File: src/rtl/mmr_pkg.sv
// Package for the min-max rescaling block: widths, register indexes,
// transaction payload types and the divider status type.
// Depends on nothing; every other file in rtl/ uses it.
package mmr_pkg;

    localparam int SAMPLE_WIDTH = 24;
    localparam int OUT_WIDTH    = 24;

    // The dividend is |out_high - out_low| times (x - min).
    localparam int PROD_WIDTH = OUT_WIDTH + SAMPLE_WIDTH;
    localparam int CNT_WIDTH  = $clog2(OUT_WIDTH + 1);

    localparam int CFG_IDX_WIDTH = 2;
    localparam logic [CFG_IDX_WIDTH-1:0] CFG_OUT_LOW  = 2'd0;
    localparam logic [CFG_IDX_WIDTH-1:0] CFG_OUT_HIGH = 2'd1;

    localparam logic [OUT_WIDTH-1:0] OUT_LOW_RESET  = 24'h000000;
    localparam logic [OUT_WIDTH-1:0] OUT_HIGH_RESET = 24'h7FFFFF;

    localparam logic MODE_SCAN  = 1'b0;
    localparam logic MODE_APPLY = 1'b1;

    typedef struct packed {
        logic                            mode;
        logic signed [SAMPLE_WIDTH-1:0]  sample;
        logic                            first;
    } in_item_t;

    typedef struct packed {
        logic signed [OUT_WIDTH-1:0] scaled;
        logic                        clamped;
        logic                        flat;
    } out_item_t;

    typedef struct packed {
        logic busy;
        logic done;
    } div_stat_t;

endpackage

File: src/rtl/mmr_div.sv
// Radix-2 restoring divider producing one quotient bit per cycle.
// Depends on mmr_pkg for widths and the status struct.
module mmr_div (
    input  logic                                clk,
    input  logic                                rst_n,
    input  logic                                start,
    input  logic [mmr_pkg::PROD_WIDTH-1:0]      dividend,
    input  logic [mmr_pkg::SAMPLE_WIDTH-1:0]    divisor,
    output logic [mmr_pkg::OUT_WIDTH-1:0]       quot,
    output logic                                rem_nz,
    output mmr_pkg::div_stat_t                  stat
);

    localparam int SW = mmr_pkg::SAMPLE_WIDTH;
    localparam int OW = mmr_pkg::OUT_WIDTH;
    localparam int PW = mmr_pkg::PROD_WIDTH;
    localparam int CW = mmr_pkg::CNT_WIDTH;

    logic [SW-1:0] rem_reg, rem_next;
    logic [OW-1:0] quo_reg, quo_next;
    logic [SW-1:0] den_reg;
    logic [CW-1:0] cnt_reg, cnt_next;
    logic          done_reg, done_next;

    logic [SW:0]   trial;
    logic [SW:0]   diff;

    // The quotient is known to fit in OW bits, so the upper dividend bits
    // start out below the divisor and only OW steps are needed.
    always_comb
    begin
        trial     = {rem_reg, quo_reg[OW-1]};
        diff      = trial - {1'b0, den_reg};
        rem_next  = rem_reg;
        quo_next  = quo_reg;
        cnt_next  = cnt_reg;
        done_next = 1'b0;
        if (start)
        begin
            rem_next = dividend[PW-1:OW];
            quo_next = dividend[OW-1:0];
            cnt_next = CW'(OW);
        end
        else if (cnt_reg != '0)
        begin
            if (!diff[SW])
            begin
                rem_next = diff[SW-1:0];
                quo_next = {quo_reg[OW-2:0], 1'b1};
            end
            else
            begin
                rem_next = trial[SW-1:0];
                quo_next = {quo_reg[OW-2:0], 1'b0};
            end
            cnt_next = cnt_reg - 1'b1;
            if (cnt_reg == CW'(1))
            begin
                done_next = 1'b1;
            end
        end
    end

    always_ff @(posedge clk or negedge rst_n)
    begin
        if (!rst_n)
        begin
            cnt_reg  <= '0;
            done_reg <= 1'b0;
        end
        else
        begin
            cnt_reg  <= cnt_next;
            done_reg <= done_next;
        end
    end

    always_ff @(posedge clk)
    begin
        rem_reg <= rem_next;
        quo_reg <= quo_next;
        if (start)
        begin
            den_reg <= divisor;
        end
    end

    assign quot      = quo_reg;
    assign rem_nz    = (rem_reg != '0);
    assign stat.busy = (cnt_reg != '0);
    assign stat.done = done_reg;

endmodule

File: src/rtl/min_max_rescale.sv
// Top level of the min-max rescaling block: handshakes, configuration,
// running extremes, sequencer and the multiply ahead of the divider.
// Depends on mmr_pkg and mmr_div.
//
//  Channel | Direction | Handshake             | Payload
//  --------+-----------+-----------------------+----------------------------
//  in      | to block  | in_valid / in_ready   | in_data  (mode,sample,first)
//  out     | from blk  | out_valid / out_ready | out_data (scaled,clamped,flat)
//  cfg     | to block  | cfg_valid / cfg_ready | cfg_index, cfg_data
//
// After a scan transaction the block is ready again at once.
// An apply transaction passes through these steps before its result is loaded:
// the multiply, the load of the divider, the radix-2 division, a state that
// sees the divider finish and the load of the result, which waits while an
// earlier result is stalled. The next sample is taken at the edge after the
// result is loaded. A zero scanned range skips the multiply and divide and
// goes straight to the state that loads its result.
// Reset clears the running extremes to zero and the range to [0..8388607].
// A result held by a stalled consumer does not stop the next input; only a
// second result that would overwrite it waits.
module min_max_rescale (
    input  logic                                 clk,
    input  logic                                 rst_n,
    input  logic                                 in_valid,
    output logic                                 in_ready,
    input  mmr_pkg::in_item_t                    in_data,
    output logic                                 out_valid,
    input  logic                                 out_ready,
    output mmr_pkg::out_item_t                   out_data,
    input  logic                                 cfg_valid,
    output logic                                 cfg_ready,
    input  logic [mmr_pkg::CFG_IDX_WIDTH-1:0]    cfg_index,
    input  logic [mmr_pkg::OUT_WIDTH-1:0]        cfg_data
);

    localparam int SW = mmr_pkg::SAMPLE_WIDTH;
    localparam int OW = mmr_pkg::OUT_WIDTH;
    localparam int PW = mmr_pkg::PROD_WIDTH;

    localparam logic [1:0] S_IDLE = 2'd0;
    localparam logic [1:0] S_MUL  = 2'd1;
    localparam logic [1:0] S_DIV  = 2'd2;
    localparam logic [1:0] S_FIN  = 2'd3;

    logic [1:0] state_reg, state_next;

    // Configuration registers, always writable.
    logic signed [OW-1:0] out_low_reg, out_high_reg;

    // Running extremes of the scan pass.
    logic signed [SW-1:0] min_reg, max_reg;

    // Per-transaction working registers.
    logic [SW-1:0]   d_reg;
    logic [SW-1:0]   den_reg;
    logic [OW-1:0]   mag_reg;
    logic            neg_reg;
    logic            clamped_reg;
    logic            flat_reg;
    logic [PW-1:0]   prod_reg;
    logic            start_reg, start_next;

    logic            out_valid_reg, out_valid_next;
    mmr_pkg::out_item_t out_data_reg;

    logic                 accept;
    logic                 load_out;
    logic signed [SW-1:0] x_s;
    logic                 below, above;
    logic signed [SW-1:0] xc;
    logic [SW:0]          d_full, den_full;
    logic [OW:0]          span_full, span_abs;
    logic                 flat_now;

    logic [OW-1:0]        quot;
    logic                 rem_nz;
    mmr_pkg::div_stat_t   div_stat;
    logic [OW:0]          res_full;

    assign in_ready  = (state_reg == S_IDLE);
    assign accept    = in_valid && in_ready;
    assign cfg_ready = 1'b1;

    // Clamp the sample into the scanned range and form the differences.
    assign x_s      = in_data.sample;
    assign below    = (x_s < min_reg);
    assign above    = (x_s > max_reg);
    assign xc       = below ? min_reg : (above ? max_reg : x_s);
    assign d_full   = {xc[SW-1], xc} - {min_reg[SW-1], min_reg};
    assign den_full = {max_reg[SW-1], max_reg} - {min_reg[SW-1], min_reg};
    assign flat_now = (max_reg <= min_reg);

    // The target span may be negative; the divider works on its magnitude.
    assign span_full = {out_high_reg[OW-1], out_high_reg} - {out_low_reg[OW-1], out_low_reg};
    assign span_abs  = span_full[OW] ? (~span_full + 1'b1) : span_full;

    // A negative span needs the floor toward minus infinity, which is the
    // negated quotient minus one whenever the remainder is not zero.
    always_comb
    begin
        if (neg_reg)
        begin
            res_full = {out_low_reg[OW-1], out_low_reg} - {1'b0, quot}
                       - {{OW{1'b0}}, rem_nz};
        end
        else
        begin
            res_full = {out_low_reg[OW-1], out_low_reg} + {1'b0, quot};
        end
    end

    assign load_out = (state_reg == S_FIN) && (!out_valid_reg || out_ready);

    always_comb
    begin
        state_next = state_reg;
        start_next = 1'b0;
        unique case (state_reg)
            S_IDLE:
            begin
                if (accept && (in_data.mode == mmr_pkg::MODE_APPLY))
                begin
                    state_next = flat_now ? S_FIN : S_MUL;
                end
            end
            S_MUL:
            begin
                state_next = S_DIV;
                start_next = 1'b1;
            end
            S_DIV:
            begin
                if (div_stat.done)
                begin
                    state_next = S_FIN;
                end
            end
            S_FIN:
            begin
                if (load_out)
                begin
                    state_next = S_IDLE;
                end
            end
            default:
            begin
                state_next = S_IDLE;
            end
        endcase
    end

    always_comb
    begin
        out_valid_next = out_valid_reg;
        if (load_out)
        begin
            out_valid_next = 1'b1;
        end
        else if (out_ready)
        begin
            out_valid_next = 1'b0;
        end
    end

    always_ff @(posedge clk or negedge rst_n)
    begin
        if (!rst_n)
        begin
            state_reg     <= S_IDLE;
            start_reg     <= 1'b0;
            out_valid_reg <= 1'b0;
            out_low_reg   <= mmr_pkg::OUT_LOW_RESET;
            out_high_reg  <= mmr_pkg::OUT_HIGH_RESET;
            min_reg       <= '0;
            max_reg       <= '0;
        end
        else
        begin
            state_reg     <= state_next;
            start_reg     <= start_next;
            out_valid_reg <= out_valid_next;
            if (cfg_valid && cfg_ready)
            begin
                if (cfg_index == mmr_pkg::CFG_OUT_LOW)
                begin
                    out_low_reg <= cfg_data;
                end
                else if (cfg_index == mmr_pkg::CFG_OUT_HIGH)
                begin
                    out_high_reg <= cfg_data;
                end
            end
            if (accept && (in_data.mode == mmr_pkg::MODE_SCAN))
            begin
                if (in_data.first)
                begin
                    min_reg <= x_s;
                    max_reg <= x_s;
                end
                else
                begin
                    if (below)
                    begin
                        min_reg <= x_s;
                    end
                    if (above)
                    begin
                        max_reg <= x_s;
                    end
                end
            end
        end
    end

    // Payload registers carry no reset.
    always_ff @(posedge clk)
    begin
        if (accept)
        begin
            d_reg       <= d_full[SW-1:0];
            den_reg     <= den_full[SW-1:0];
            mag_reg     <= span_abs[OW-1:0];
            neg_reg     <= span_full[OW];
            clamped_reg <= below || above;
            flat_reg    <= flat_now;
        end
        if (state_reg == S_MUL)
        begin
            prod_reg <= PW'(mag_reg) * PW'(d_reg);
        end
        if (load_out)
        begin
            out_data_reg.scaled  <= flat_reg ? out_low_reg : res_full[OW-1:0];
            out_data_reg.clamped <= clamped_reg;
            out_data_reg.flat    <= flat_reg;
        end
    end

    mmr_div u_div (
        .clk      (clk),
        .rst_n    (rst_n),
        .start    (start_reg),
        .dividend (prod_reg),
        .divisor  (den_reg),
        .quot     (quot),
        .rem_nz   (rem_nz),
        .stat     (div_stat)
    );

    assign out_valid = out_valid_reg;
    assign out_data  = out_data_reg;

endmodule

File: config.mk
export PLATFORM = sky130hd
export DESIGN_NAME = min_max_rescale
export DESIGN_NICKNAME = d
export VERILOG_FILES = /design/src/rtl/mmr_pkg.sv /design/src/rtl/mmr_div.sv /design/src/rtl/min_max_rescale.sv
export SDC_FILE = /design/constraint.sdc
export NUM_CORES = 2
export LEC_CHECK = 0
export BUFFER_PORTS_ARGS = -buffer_cell sky130_fd_sc_hd__buf_4
export CAP_MARGIN = 30
export CORE_ASPECT_RATIO = 0.8
export CORE_MARGIN = 5
export CORE_UTILIZATION = 35
export DETAILED_ROUTE_END_ITERATION = 12
export HOLD_SLACK_MARGIN = 0.06
export PLACE_DENSITY = 0.54
export SLEW_MARGIN = 20
export SYNTH_ARGS = -nofsm -noshare
export SYNTH_HDL_FRONTEND = slang
export SYNTH_SLANG_ARGS = --single-unit
File: constraint.sdc
create_clock -name clk -period 8.7 [get_ports clk]
set_clock_uncertainty 0.2 [all_clocks]
set_input_delay 0.435 -clock clk [delete_from_list [all_inputs] [get_ports clk]]
set_output_delay 0.435 -clock clk [all_outputs]
set_load 0.01 [all_outputs]
==> summary.json <==
{
  "antenna_found_initial": 0,
  "sequential_share_of_the_synthesized_area_pct": 23.2,
  "cts.htree.levels": 2,
  "cts_tree": "yes",
  "synth.net_count": 5130,
  "outcome": "complete, no violations",
  "edff_count_synth": 221,
  "period_share_pct": 98.4,
  "synth_area_per_cell_um2": 9.58,
  "core_area_um2": 114000,
  "row_count": 111,
  "cts-root-to-sink-buffers": 3,
  "layout_min_cycle_time_ns": 8.56,
  "dpl.hpwl_um": 85800,
  "top_level_ports": 86,
  "final-setup-viol-count": 0,
  "route.detailed.drc": 0,
  "cts_root_buffer": "clkbuf_16",
  "timing.critical_path.to_type": "flop",
  "critPathKind": "reg2reg",
  "ys.warnings.count": 0,
  "ant_nets": 0,
  "post_cts_resized": 0,
  "netlist_area_um2": 40200,
  "final_nets": 5243,
  "gr-total-overflow": 0,
  "route.detailed.wl_per_inst_um": 18.0,
  "setup.worst_path.end": "prod_reg[43]",
  "port_buffers": 84,
  "data_required_time_at_the_worst_endpoint_ns": 8.85,
  "wirelength_um": 105000,
  "largest_net_degree_at_the_start_of_global_routing": 65,
  "hold_path.class": "reg2reg",
  "slew_headroom_pct": 33.9,
  "cp_data_arrival_time_ns": 8.71,
  "slew_viol_final": 0,
  "reg2reg_from": "d_reg[11]",
  "grt_util_all_layers_pct": 17.4,
  "final_hold_violation_count": 0,
  "async_reset_ff_share_pct": 32.4,
  "timing.critical_path.fanout_max": 19,
  "critical_path.reg2reg.endpoint": "prod_reg[43]",
  "setup_repair_after_global_routing_missed_its_margin": "false",
  "die-width_um": 389,
  "r2r_slack_ns": 0.14,
  "global_route.usage.met1_pct": 25.7,
  "start_util_pct": 35.1,
  "final_layout_size_suffix_gt1_share_pct": 9.07,
  "clk_latency_ns": 0.57,
  "largest_reg_flops": 48,
  "grt_first_pass_wirelength_um": 170000,
  "worstSetupStartpoint": "d_reg[11]",
  "design.die.area_um2": 122000,
  "tns_ns": 0,
  "ys_dominant_reg_cell": "edfxtp_1",
  "via_count": 29000,
  "fmax_mhz": 117,
  "routed_via_density": 4.95,
  "ys_seq_elements": 327,
  "timing.reg2reg.worst_path_depth": 21,
  "cts.reportedPaths.clkPinSlew_ns": 0.07,
  "via_count_of_the_first_global_routing_pass": 29900,
  "cap_viol_max_count": 0,
  "fp.dieH_um": 313,
  "tritoncts.num_buffers": 38,
  "cts_num_sinks": 327,
  "setup.worst_path.start_class": "flop",
  "ys_types": 83,
  "syn_inst": 4193,
  "first_pass_iters": 5,
  "drtIter0Drc": 1829,
  "grt_use_met3_pct": 2.06,
  "layout-area-overhead-vs-synth_pct": 11.3,
  "grt_util_met2_pct": 28.0,
  "place.gp.congestion": 0.862,
  "worst_pin_slew_ns": 0.984,
  "top_usage_layer": "met2"
}
## stage by stage
stage / cells / util [%] / worst slack [ns] / hold slack (ns) / area, um^2
detailed placement: 5731 / 37.4 / 0.453 / 0.205 / 42800
floorplan: 4193 / - / 1.44 / -0.0606 / 40200
global placement: 5730 / 37.4 / 0.615 / 0.202 / 42800
CTS: 5852 / 39.0 / 0.400 / 0.219 / 44600
finish: 5861 / 39.1 / 0.138 / 0.216 / 44700
global route: 5860 / 39.1 / 0.00711 / 0.226 / 44700
## Yosys cell counts (9+ instances only)
master	n	area (um^2)
nor4_1	12	75.1
nor3b_1	9	67.6
fa_1	489	9790
o21bai_1	22	165
clkbuf_1	136	510
a21o_1	99	743
nand2_1	469	1760
nand3_1	38	190
dfrtp_1	83	2080
edfxtp_1	221	6640
nor2_1	126	473
nor3_1	23	115
mux2i_1	41	410
a21oi_1	161	806
mux2_2	95	1070
dfstp_2	23	604
xnor2_1	131	1150
or3_1	11	68.8
a31oi_1	26	163
inv_1	757	2840
o211ai_1	18	135
nand4_1	23	144
xor2_1	50	438
or2_2	12	75.1
nor2b_1	26	163
and3_1	19	119
a211oi_1	24	180
and2_1	292	1830
ha_1	391	4890
o21a_1	25	188
o21ai_0	160	801
nand3b_1	9	67.6
nand2b_1	27	169
## timing repair
| item | in CTS | in global routing |
|---|---|---|
| hold buffers | 52 | 0 |
| setup endpoints to repair | 0 | 1 |
| buffers inserted | 0 | 8 |
| endpoints found under the hold margin | 128 | 0 |
## area by class of cell
cell class | count | area [um^2]
Fill cell | 11400 | 69600
Multi-Input combinational cell | 2958 | 27500
Sequential cell | 327 | 9320
Inverter | 758 | 2850
Tap cell | 1525 | 1910
Timing Repair Buffer | 223 | 1820
Clock buffer | 40 | 968
Clock inverter | 29 | 354
Antenna cell | 1 | 2.50
## cell usage in the layout (no fill, tap or decap), types with 50 or more instances in the layout
master         count
o21ai_0          160
ha_1             390
nand2_1          469
buf_4            170
dfrtp_1           82
fa_1             489
dlygate4sd3_1     52
a21oi_1          161
a21o_1            99
mux2_2            95
nor2_1           126
xnor2_1          131
and2_1           291
xor2_1            50
inv_1            757
edfxtp_1         221
## cell families (layout without fill, tap and decap cells)
| logic type | count (synthesis) | after routing | share of synthesized area (%) |
|---|---|---|---|
| buffers and inverters | 908 | 1050 | 8.52 |
| AOI/OAI and AO/OA | 647 | 647 | 10.4 |
| DFF | 327 | 327 | 23.2 |
| and+or+nand+nor | 1112 | 1112 | 13.6 |
| muxes | 136 | 136 | 3.68 |
| xor gates and xnor gates | 182 | 182 | 3.99 |
| adders and majority gates | 880 | 880 | 36.5 |
| other | 1 | 2 | 0.00934 |
## critical path, stage by stage, from the launching register on
cell and delay (ns):
edfxtp_1 0.95, buf_4 0.29, nand2_1 0.07, fa_1 0.48, fa_1 0.55, inv_1 0.05, fa_1 0.48, fa_1 0.60
fa_1 0.45, fa_1 0.50, inv_1 0.05, fa_1 0.50, inv_1 0.05, ha_1 0.39, nand2_1 0.13, nor3_1 0.49
nand4b_1 0.16, o21ai_0 0.55, o21ai_0 0.42, o21ai_0 0.45, a21oi_1 0.15, o311ai_0 0.34
## layer usage
metal | wire length, um | vias to the layer above
met1 | 51500 | 14500
met4 | 1400 | 0
li1 | - | 13800
met5 | 0 | -
met3 | 4750 | 81
met2 | 47700 | 554
## worst min path at each step
stage	start	end	slack [ns]	cells past startpoint
CTS	den_reg[14]	u_div.den_reg[14]	0.22	0
global placement	den_reg[19]	u_div.den_reg[19]	0.20	0
finish	den_reg[8]	u_div.den_reg[8]	0.22	0
detailed placement	den_reg[14]	u_div.den_reg[14]	0.20	0
global route	den_reg[3]	u_div.den_reg[3]	0.23	0
floorplan	rst_n	max_reg[0]	-0.06	0
Power is left out: the tool's default activity adds up to more than one toggle a clock period on the data nets, which glitch-free logic cannot reach.
